`src/rtl/pwq_pkg.sv`:
```
// Package for the priority wait queue: sizes, request and status codes,
// sequencer states and the highest-set-bit function. No dependencies.
package pwq_pkg;
   localparam int NODES       = 32;
   localparam int PRIO_LEVELS = 32;
   localparam int NODE_W      = $clog2(NODES);
   localparam int LVL_W       = $clog2(PRIO_LEVELS);

   typedef enum logic [1:0] {
      REQ_ADD    = 2'd0,
      REQ_REMOVE = 2'd1,
      REQ_CHOOSE = 2'd2,
      REQ_NONE   = 2'd3
   } req_kind_type;

   typedef enum logic [1:0] {
      ST_OK       = 2'd0,
      ST_NOTFOUND = 2'd1,
      ST_EMPTY    = 2'd2,
      ST_QUEUED   = 2'd3
   } status_type;

   typedef enum logic [2:0] {
      S_IDLE,
      S_READ,
      S_UNLINK,
      S_FIX,
      S_RESP
   } state_type;

   function automatic logic [LVL_W-1:0] top_level(input logic [PRIO_LEVELS-1:0] map);
      logic [LVL_W-1:0] r;
      r = '0;
      for (int i = 0; i < PRIO_LEVELS; i++) begin
         if (map[i]) begin
            r = LVL_W'(i);
         end
      end
      return r;
   endfunction
endpackage

```
`src/rtl/pwq_ram.sv`:
```
// Generic single-port-write, one-read RAM with registered read data.
// No dependencies.
module pwq_ram #(
   parameter int WIDTH = 8,
   parameter int DEPTH = 32
) (
   input  logic                     clock,
   input  logic                     wr_en,
   input  logic [$clog2(DEPTH)-1:0] wr_addr,
   input  logic [WIDTH-1:0]         wr_data,
   input  logic [$clog2(DEPTH)-1:0] rd_addr,
   output logic [WIDTH-1:0]         rd_data
);
   logic [WIDTH-1:0] mem [DEPTH];

   always_ff @(posedge clock) begin
      if (wr_en) begin
         mem[wr_addr] <= wr_data;
      end
      rd_data <= mem[rd_addr];
   end
endmodule

```
`src/rtl/priority_wait_queue_fifo_ties.sv`:
```
// Priority wait queue with first-in-first-out order within each level.
// Depends on pwq_pkg and pwq_ram.
// The response is valid after S_READ for an add, a failed request or the unused kind,
// and after S_UNLINK and S_FIX for a remove or choose that unlinks a node.
// One request in flight: a new request is taken only in S_IDLE, after the response has been
// accepted with rsp_tready; the link memories have a registered read.
// Reset is synchronous and clears the queued and non-empty flags and the sequencer.
module priority_wait_queue_fifo_ties (
   input  logic        clock,
   input  logic        reset,
   input  logic        req_tvalid,
   output logic        req_tready,
   input  logic [15:0] req_tdata,  // req_type[1:0], node_id[6:2], prio[11:7]
   output logic        rsp_tvalid,
   input  logic        rsp_tready,
   output logic [15:0] rsp_tdata   // status[1:0], chosen_node[6:2], chosen_prio[11:7], now_empty[12]
);
   import pwq_pkg::*;

   state_type              state_ff, state_in;
   logic [1:0]             kind_ff, kind_in;
   logic [NODE_W-1:0]      node_ff, node_in;
   logic [LVL_W-1:0]       lvl_ff, lvl_in;
   logic [1:0]             stat_ff, stat_in;
   logic [NODES-1:0]       queued_ff, queued_in;
   logic [PRIO_LEVELS-1:0] nonempty_ff, nonempty_in;
   logic [NODE_W-1:0]      head_ff [PRIO_LEVELS];
   logic [NODE_W-1:0]      tail_ff [PRIO_LEVELS];
   logic [NODE_W-1:0]      nx_ff, nx_in, pv_ff, pv_in;
   logic [12:0]            rsp_ff, rsp_in;

   // Per-node link memories.
   logic              nxt_we, prv_we, lvl_we;
   logic [NODE_W-1:0] nxt_wa, prv_wa, nxt_wd, prv_wd, rd_a;
   logic [NODE_W-1:0] nxt_rd, prv_rd;
   logic [LVL_W-1:0]  lvl_rd;

   pwq_ram #(.WIDTH(NODE_W), .DEPTH(NODES)) u_next (
      .clock, .wr_en(nxt_we), .wr_addr(nxt_wa), .wr_data(nxt_wd),
      .rd_addr(rd_a), .rd_data(nxt_rd));
   pwq_ram #(.WIDTH(NODE_W), .DEPTH(NODES)) u_prev (
      .clock, .wr_en(prv_we), .wr_addr(prv_wa), .wr_data(prv_wd),
      .rd_addr(rd_a), .rd_data(prv_rd));
   pwq_ram #(.WIDTH(LVL_W), .DEPTH(NODES)) u_level (
      .clock, .wr_en(lvl_we), .wr_addr(node_ff), .wr_data(lvl_ff),
      .rd_addr(rd_a), .rd_data(lvl_rd));

   logic              hd_we, tl_we;
   logic [LVL_W-1:0]  hd_a, tl_a;
   logic [NODE_W-1:0] hd_d, tl_d;

   assign req_tready = (state_ff == S_IDLE);
   assign rsp_tvalid = (state_ff == S_RESP);
   assign rsp_tdata  = {3'b0, rsp_ff};
   // The read address follows the node being loaded, so that a choose reads its head.
   assign rd_a       = node_in;

   always_ff @(posedge clock) begin
      if (reset) begin
         state_ff    <= S_IDLE;
         queued_ff   <= '0;
         nonempty_ff <= '0;
      end else begin
         state_ff    <= state_in;
         queued_ff   <= queued_in;
         nonempty_ff <= nonempty_in;
      end
      kind_ff <= kind_in;
      node_ff <= node_in;
      lvl_ff  <= lvl_in;
      stat_ff <= stat_in;
      nx_ff   <= nx_in;
      pv_ff   <= pv_in;
      rsp_ff  <= rsp_in;
      if (hd_we) head_ff[hd_a] <= hd_d;
      if (tl_we) tail_ff[tl_a] <= tl_d;
   end

   always_comb begin
      logic is_head, is_tail;
      state_in    = state_ff;
      kind_in     = kind_ff;
      node_in     = node_ff;
      lvl_in      = lvl_ff;
      stat_in     = stat_ff;
      queued_in   = queued_ff;
      nonempty_in = nonempty_ff;
      nx_in       = nx_ff;
      pv_in       = pv_ff;
      rsp_in      = rsp_ff;
      nxt_we = 1'b0; nxt_wa = node_ff; nxt_wd = node_ff;
      prv_we = 1'b0; prv_wa = node_ff; prv_wd = node_ff;
      lvl_we = 1'b0;
      hd_we  = 1'b0; hd_a = lvl_ff; hd_d = node_ff;
      tl_we  = 1'b0; tl_a = lvl_ff; tl_d = node_ff;
      is_head = (head_ff[lvl_ff] == node_ff);
      is_tail = (tail_ff[lvl_ff] == node_ff);
      unique case (state_ff)
         S_IDLE: begin
            if (req_tvalid) begin
               kind_in = req_tdata[1:0];
               node_in = req_tdata[6:2];
               lvl_in  = req_tdata[11:7];
               stat_in = ST_OK;
               state_in = S_READ;
            end
         end
         S_READ: begin
            // Checks, add linking, or choice of the head for a choose request.
            state_in = S_RESP;
            case (kind_ff)
               REQ_ADD: begin
                  if (queued_ff[node_ff]) begin
                     stat_in = ST_QUEUED;
                  end else begin
                     queued_in[node_ff] = 1'b1;
                     lvl_we = 1'b1;
                     tl_we  = 1'b1;
                     if (nonempty_ff[lvl_ff]) begin
                        nxt_we = 1'b1; nxt_wa = tail_ff[lvl_ff];
                        prv_we = 1'b1; prv_wd = tail_ff[lvl_ff];
                     end else begin
                        hd_we = 1'b1;
                        nonempty_in[lvl_ff] = 1'b1;
                     end
                  end
               end
               REQ_REMOVE: begin
                  if (!queued_ff[node_ff]) stat_in = ST_NOTFOUND;
                  else state_in = S_UNLINK;
               end
               REQ_CHOOSE: begin
                  if (nonempty_ff == '0) begin
                     stat_in = ST_EMPTY;
                  end else begin
                     lvl_in   = top_level(nonempty_ff);
                     node_in  = head_ff[top_level(nonempty_ff)];
                     state_in = S_UNLINK;
                  end
               end
               default: ;
            endcase
            if (state_in == S_RESP) begin
               rsp_in = {nonempty_in == '0, 5'd0, 5'd0, stat_in};
            end
         end
         S_UNLINK: begin
            // Link memories now hold this node's level and neighbours.
            nx_in = nxt_rd;
            pv_in = prv_rd;
            if (kind_ff == REQ_REMOVE) lvl_in = lvl_rd;
            state_in = S_FIX;
         end
         S_FIX: begin
            queued_in[node_ff] = 1'b0;
            if (is_head && is_tail) begin
               nonempty_in[lvl_ff] = 1'b0;
            end else if (is_head) begin
               hd_we = 1'b1; hd_d = nx_ff;
            end else if (is_tail) begin
               tl_we = 1'b1; tl_d = pv_ff;
            end else begin
               nxt_we = 1'b1; nxt_wa = pv_ff; nxt_wd = nx_ff;
               prv_we = 1'b1; prv_wa = nx_ff; prv_wd = pv_ff;
            end
            if (kind_ff == REQ_CHOOSE) begin
               rsp_in = {nonempty_in == '0, lvl_ff, node_ff, ST_OK};
            end else begin
               rsp_in = {nonempty_in == '0, 5'd0, 5'd0, ST_OK};
            end
            state_in = S_RESP;
         end
         S_RESP: begin
            if (rsp_tready) state_in = S_IDLE;
         end
         default: state_in = S_IDLE;
      endcase
   end

   a_empty_flag: assert property (@(posedge clock) disable iff (reset)
      rsp_tvalid |-> (rsp_ff[12] == (nonempty_ff == '0)))
      else $error("now_empty disagrees with level bitmap");
   a_empty_nodes: assert property (@(posedge clock) disable iff (reset)
      (nonempty_ff == '0) |-> (queued_ff == '0))
      else $error("nodes queued while all levels empty");
   a_add_sets: assert property (@(posedge clock) disable iff (reset)
      (state_ff == S_READ && kind_ff == REQ_ADD && !queued_ff[node_ff])
      |=> queued_ff[$past(node_ff)] && nonempty_ff[$past(lvl_ff)])
      else $error("add did not mark node and level");
   a_choose_ok: assert property (@(posedge clock) disable iff (reset)
      (state_ff == S_READ && kind_ff == REQ_CHOOSE && nonempty_ff != '0)
      |=> state_ff == S_UNLINK)
      else $error("choose on non-empty queue did not unlink");
endmodule
```
`config.mk`:
```
export PLATFORM = sky130hd
export DESIGN_NAME = priority_wait_queue_fifo_ties
export DESIGN_NICKNAME = d
export VERILOG_FILES = /design/src/rtl/pwq_pkg.sv /design/src/rtl/pwq_ram.sv /design/src/rtl/priority_wait_queue_fifo_ties.sv
export SDC_FILE = /design/constraint.sdc
export NUM_CORES = 1
export LEC_CHECK = 0
export BUFFER_PORTS_ARGS = -buffer_cell sky130_fd_sc_hd__buf_2
export CELL_PAD_IN_SITES_DETAIL_PLACEMENT = 0
export CELL_PAD_IN_SITES_GLOBAL_PLACEMENT = 1
export CORE_UTILIZATION = 55
export CTS_BUF_LIST = sky130_fd_sc_hd__clkbuf_16
export DETAILED_ROUTE_END_ITERATION = 10
export PLACE_DENSITY = 0.87
export RECOVER_POWER = 50
export SYNTH_ARGS = -nofsm -noshare
export SYNTH_HDL_FRONTEND = slang
export SYNTH_SLANG_ARGS = --single-unit
```
`constraint.sdc`:
```
create_clock -name clock -period 9.6 [get_ports clock]
set_clock_uncertainty 0.15 [all_clocks]
set_input_delay 1.44 -clock clock [delete_from_list [all_inputs] [get_ports clock]]
set_output_delay 1.44 -clock clock [all_outputs]
set_load 0.03 [all_outputs]
```
==> results.md, run 1 <==
- Status: finished, violations left
- Failing checks: capacitance limit, slew limit
- Syn avg cell area: 13.8 sq um
- Buffers on Ports: 30
- Top_reg_cell synth: edfxtp_1
- Hold Startpoint: u_next.rd_data[0]
- Final Cycle Share: 0.787
- Die Y: 272 microns
- Area of the multi-input gates: 0.0120 sq mm
- CTS hold repair buffers: 0
- VDD IR max: 0.177 mV
- Most instantiated cells after synthesis: 832 x edfxtp_1, 272 x nand2_1, 252 x mux2i_1
- Clock root buffer: clkbuf_16
- CTS H-tree lvls: 3
- Pin slew with the least headroom to its limit: 3320 ps
- Worst skew pair latency: 670 ps
- Pleak: 14.8 nW
- Die X: 272 microns
- CP required: 9750 ps
- Ys async rst share: 0
- Placeable Area: 0.0719 sq mm
- Vias in the first global route: 25200
- Mean number of vias per cell: 6.54
- Largest cells by area after synthesis: edfxtp_1 62%, mux2i_1 6.3%, dfxtp_1 4.6%
- Crit path DAT: 7700 ps
- WS Path Type: flop to flop
- Grt peak-use layer: met2
- Row count: 98
- Wire per inst: 26.6 microns
- Most frequent cell after synthesis: edfxtp_1
- Warnings from Yosys: 0
- Area Overhead vs Synth: 9.16%
- Final-report setup violation count: 0
- Post-place setup slack: 3270 ps
- Mapped cell area: 0.0402 sq mm
- Register area: 0.0268 sq mm
- Met3 Use GR: 0.0546
- Yosys top cell area share: 0.622
- Unrepaired setup endpoints after global routing: false
- Final setup TNS: 0 ps
- Share of layout cells above drive strength 1: 0.106
- CP endpoint kind: flop
- Total power: 10.3 mW
- CTS sink cnt: 924
- Initial DRT Pass Iterations: 8
- Number of max-cap violations: 11
- Yosys cell types: 88
- Max Fclk: 132 MHz
- Area after DPL: 0.0410 sq mm
- Via count: 25600
- Largest net degree at the start of global routing: 135
- Worst Setup Start Kind: flop
- Area leader, netlist: edfxtp_1
- Post-synthesis sequential area ratio: 0.667
- First-pass GRT wire length: 156000 microns
- Max transition margin: -1.21
- Drt initial violations: 3362
- RD Place Congestion: 0.966
- Seq cells post-synth: 924
- Gr usage total: 0.280
- R2R cell count: 14
- WHS Path Cells: 0
- Final Hold Viols: 0
- Starting Density: 0.559
- Post-Syn Instances: 2908
- Routed Antenna Nets: 0
- Met2 Usage GRT: 0.446
- Initial antenna violation count: 1
- Boundary Pins: 38
- Fin worst setup slack: 2050 ps
- Tmin final: 7550 ps
- Fill cells: 5388
- DR DRC count: 0
- CTS Buf Count: 91
- Number of enable flip-flop cells after synthesis: 832
- Post-CTS Repair Setup Buffers: 0
- TritonCTS clock tree: yes
- DPL Wire Length: 67700 microns
- Diode count: 0
- Maximum clock path buffer count: 3
- NumNets Final: 2916
- Routed wire length: 104000 microns
- Die Area: 0.0742 sq mm
- Total gr overflow: 0
- Fin area: 0.0439 sq mm
- Reg clk slew, reported paths: 60 ps
- Fin. max-slew vios: 455
- Post-CTS sizing: 0
- Worst hold path type: flop to flop
- M1 GR Usage: 0.374
- Power per standard cell area: 235 mW/mm^2
- Worst-path fanout max: 67
==> critical path: stages (launching register included) <==
cell and delay [ps]:
dfxtp_4 810, buf_12 470, mux4_2 610, mux2_2 300, o22ai_1 260, a221oi_1 170, xor2_1 220, nor3_1 600
nand2_1 240, nand3_1 440, mux2i_1 320, inv_1 130, clkbuf_1 1340, nand3_1 430, nor2_1 570
==> per-layer routing <==
metal,share of wire,wire [microns]
met3,0.099,10300
met4,0.045,4650
met2,0.47,49100
met5,0,0
met1,0.39,40100
==> cell families after synthesis <==
| group | Yosys count | share of synthesized area |
|---|---|---|
| flip-flops | 924 | 0.667 |
| AND/OR/NAND/NOR | 768 | 0.0908 |
| AO/OA/AOI/OAI | 554 | 0.0897 |
| multiplexers | 358 | 0.115 |
| buffers and inverters | 289 | 0.0338 |
| XOR/XNOR | 10 | 0.00218 |
| adder cells (fa/ha/maj) | 4 | 0.00125 |
| other | 1 | 0.0000933 |
==> placed cells by master (no fill, tap or decap), drive strengths merged, types with 8 or more instances in the layout <==
master    instances
edfxtp          832
nand2           274
mux2i           252
nor2            204
o21ai           164
a21oi           138
clkbuf          126
inv             120
dfxtp            92
nand3            86
mux4             78
nand4            72
a22oi            45
a32oi            45
buf              42
clkinv           41
a221oi           36
mux2             28
and3             26
nor3             18
nor4             16
o31ai            14
o22ai            14
o2111ai          13
and2             11
nor2b            10
a211oi           10
bufinv           10
clkinvlp         10
a2111oi           9
a31oi             8
nand3b            8
==> report_power, final <==
| group | total (mW) | switching (mW) | internal [mW] |
|---|---|---|---|
| combinational | 2.00 | 1.39 | 0.612 |
| sequential | 4.73 | 0.0978 | 4.64 |
| clock | 3.58 | 1.55 | 2.03 |
==> cell type report <==
cell class | instances | share of cell area
Tap cell | 950 | 0.0271
Inverter | 102 | 0.00884
Sequential cell | 924 | 0.612
Multi-Input combinational cell | 1697 | 0.274
Clock inverter | 79 | 0.0162
Clock buffer | 92 | 0.0525
Timing Repair Buffer | 76 | 0.0102
==> worst paths after layout <==
check,to,slack (ps)
setup / recovery,u_prev.mem[26][3],2050
hold / removal,nx_ff[0],280
setup reg to reg,u_prev.mem[26][3],2050
hold reg to reg,nx_ff[0],280
==> registers in the layout (all words and copies together) (netlist names), named ones only <==
| signal | count |
|---|---|
| u_prev.mem | 160 |
| state_ff | 3 |
| kind_ff | 2 |
| rsp_ff | 13 |
| node_ff | 5 |
| pv_ff | 5 |
| tail_ff | 160 |
| u_prev.rd_data | 5 |
| u_next.mem | 160 |
| u_next.rd_data | 5 |
| head_ff | 160 |
| nonempty_ff | 32 |
| u_level.mem | 160 |
| u_level.rd_data | 5 |
| nx_ff | 5 |
| stat_ff | 2 |
| hd_a | 5 |
==> per-stage QoR <==
stage / utilization / hold slack (ps) / cells
floorplan: - / 236 / 2910
global placement: 0.570 / 265 / 3748
detailed placement: 0.570 / 257 / 3748
CTS: 0.612 / 271 / 3919
global route: 0.611 / 272 / 3920
finish: 0.611 / 276 / 3920
No activity file was read; power rests on OpenSTA's default activity.
==> run 2, diff against run 1 <==
--- a/config.mk
+++ b/config.mk
@@ -8,10 +8,10 @@
 export BUFFER_PORTS_ARGS = -buffer_cell sky130_fd_sc_hd__buf_2
 export CELL_PAD_IN_SITES_DETAIL_PLACEMENT = 0
 export CELL_PAD_IN_SITES_GLOBAL_PLACEMENT = 1
-export CORE_UTILIZATION = 55
+export CORE_UTILIZATION = 48
 export CTS_BUF_LIST = sky130_fd_sc_hd__clkbuf_16
 export DETAILED_ROUTE_END_ITERATION = 10
-export PLACE_DENSITY = 0.87
+export PLACE_DENSITY = 0.81
 export RECOVER_POWER = 50
 export SYNTH_ARGS = -nofsm -noshare
 export SYNTH_HDL_FRONTEND = slang
==> constraint.sdc (replaced) <==
create_clock -name clock -period 6.05 [get_ports clock]
set_clock_uncertainty 0.15 [all_clocks]
set_input_delay 0.9075 -clock clock [delete_from_list [all_inputs] [get_ports clock]]
set_output_delay 0.9075 -clock clock [all_outputs]
set_load 0.03 [all_outputs]
==> results.md, run 2 (synthesized netlist as in run 1, its figures left out) <==
- Register area: 0.0268 sq mm (unchanged)
- Via count: 25700 (+0.32%)
- Final-report setup violation count: 0 (unchanged)
- Worst skew pair latency: 680 ps (about the same)
- Vias in the first global route: 25400 (+0.82%)
- Initial DRT Pass Iterations: 6 (-2)
- Failing checks: capacitance limit, slew limit
- Routed Antenna Nets: 0 (unchanged)
- Area of the multi-input gates: 0.0120 sq mm (+0.30%)
- Mean number of vias per cell: 6.29 (-3.9%)
- Die Y: 291 microns (+7.0%)
- Critical path depth in cells: 11 (-3)
- First-pass GRT wire length: 159000 microns (+1.9%)
- Fill cells: 6688 (+24%)
- DR DRC count: 0 (unchanged)
- Reg clk slew, reported paths: 60 ps (about the same)
- Final Hold Viols: 0 (unchanged)
- CTS H-tree lvls: 3 (unchanged)
- Boundary Pins: 38 (unchanged)
- Share of layout cells above drive strength 1: 0.120 (+0.0135)
- Most common cell after layout, fill and taps aside: edfxtp_1
- Post-CTS Repair Setup Buffers: 0 (unchanged)
- WHS Path Cells: 0 (unchanged)
- Worst-path fanout max: 32 (-52%)
- Starting Density: 0.487 (-0.0722)
- Status: finished, violations left
- Buf/Inv on CP: 3 (unchanged)
- R2R Path End: head_ff[16][0]
- Worst hold path type: flop to flop
- Buffers on Ports: 30 (unchanged)
- Worst Setup Start Kind: flop
- Worst-path cell chain: buf_4, mux4_2, a22oi_1, nand4_1, xor2_1, nor2_1, nand4_1, inv_1, nand2_1, nand2_1, clkbuf_1
- Number of max-cap violations: 6 (-5)
- VDD IR max: 0.301 mV (+70%)
- Power per standard cell area: 369 mW/mm^2 (+57%)
- Unrepaired setup endpoints after global routing: false
- TritonCTS clock tree: yes
- DPL Wire Length: 71300 microns (+5.4%)
- Maximum clock path buffer count: 3 (unchanged)
- Wire per inst: 26.0 microns (-2.1%)
- Drt initial violations: 3296 (-2.0%)
- Finished Layout Cells: 4090 (+4.3%)
- Max Fclk: 175 MHz (+32%)
- Routed wire length: 106000 microns (+2.1%)
- Placeable Area: 0.0825 sq mm (+15%)
- CTS sink cnt: 924 (unchanged)
- Gr usage total: 0.248 (-0.0319)
- Crit path DAT: 5760 ps (-1940 ps)
- CTS hold repair buffers: 0 (unchanged)
- Die X: 291 microns (+7.0%)
- Pin slew with the least headroom to its limit: 3400 ps (+83.0 ps)
- Pleak: 15.1 nW (+2.0%)
- Largest net degree at the start of global routing: 85 (-37%)
- Row count: 105 (+7.1%)
- WS Path Type: flop to flop
- Final setup TNS: 0 ps (unchanged)
- R2R Setup Slk: 330 ps (-1710 ps)
- Most frequent cells in the layout: 832 x edfxtp_1, 273 x nand2_1, 252 x mux2i_1
- Die Area: 0.0849 sq mm (+14%)
- Final Cycle Share: 0.945 (+0.158)
- R2R cell count: 11 (-3)
- NumNets Final: 2967 (+1.7%)
- Setup crit end: head_ff[16][0]
- CTS Buf Count: 94 (+3.3%)
- RD Place Congestion: 0.990 (+2.5%)
- Area Overhead vs Synth: 10.6%
- Max transition margin: -1.27 (-0.0553)
- Slowest cell on crit path: clkbuf_1
- Placed Instances: 3917 (+4.5%)
- CP required: 6100 ps (-3650 ps)
- CP endpoint kind: flop
- Post-CTS sizing: 0 (unchanged)
- Diode count: 0 (unchanged)
- Clock root buffer: clkbuf_16
- CP delay by family, top: buffers and inverters
- Fin. max-slew vios: 253 (-44%)
- Largest stage delay, worst path: 1340 ps (about the same)
- Total gr overflow: 0 (unchanged)
- Initial antenna violation count: 1 (unchanged)
- Tmin final: 5720 ps (-1840 ps)
## run 2: cell count changes in the layout (fill, tap and decap cells not counted), sizes merged
cell      change
inv           +5
bufinv        -6
buf          +45
clkinv        +2
clkinvlp      -3
clkbuf        +7
## run 2: metrics by stage
stage               cell area, sq um  power [mW]  worst slack, ps  utilization  hold WS, ps
floorplan                      40200        9.71             1140            -          236
CTS                            44600        16.4              575        0.540          253
detailed placement             41600        10.9              645        0.504          239
global placement               41600        10.9              686        0.504          241
global route                   44500        16.9              243        0.539          257
finish                         44500        16.4              335        0.539          253
## run 2: report_power, final
part	switching (mW)	total [mW]	internal [mW]
clock network	2.46	5.54	3.08
logic	2.28	3.35	1.07
registers	0.156	7.50	7.35
## run 2: layout make-up
| cell class | instances | share of cell area |
|---|---|---|
| flip-flops and latches | 924 | 0.603 |
| repair buffers | 124 | 0.0200 |
| inverters | 102 | 0.00872 |
| well taps | 1070 | 0.0301 |
| clock inverters | 77 | 0.0130 |
| clock buffers | 96 | 0.0540 |
| multi-input cells | 1697 | 0.271 |
## run 2: worst reg2reg max path, stage by stage (launching register included)
cell and delay [ps]:
dfxtp_4 660, buf_4 440, mux4_2 620, a22oi_1 260, nand4_1 290, xor2_1 220
nor2_1 480, nand4_1 310, inv_1 300, nand2_1 90, nand2_1 60, clkbuf_1 1340
## run 2: how the worst min path moves through the flow
stage | from | end | slack [ps]
after floorplan | u_next.rd_data[0] | nx_ff[0] | 240
after global placement | u_prev.rd_data[1] | pv_ff[1] | 240
after detailed placement | u_next.rd_data[4] | nx_ff[4] | 240
after CTS | u_next.rd_data[4] | nx_ff[4] | 250
after global routing | u_next.rd_data[4] | nx_ff[4] | 260
final | u_prev.rd_data[2] | pv_ff[2] | 250
## run 2: layer usage
| layer | wire length [microns] | global-route usage | up-vias | share of wire |
|---|---|---|---|---|
| li1 | - | - | 11300 | - |
| met3 | 9940 | 0.0451 | 256 | 0.093 |
| met1 | 42500 | 0.338 | 12800 | 0.40 |
| met4 | 4430 | 0.0997 | 0 | 0.042 |
| met5 | 0 | 0 | - | 0 |
| met2 | 49500 | 0.396 | 1403 | 0.47 |
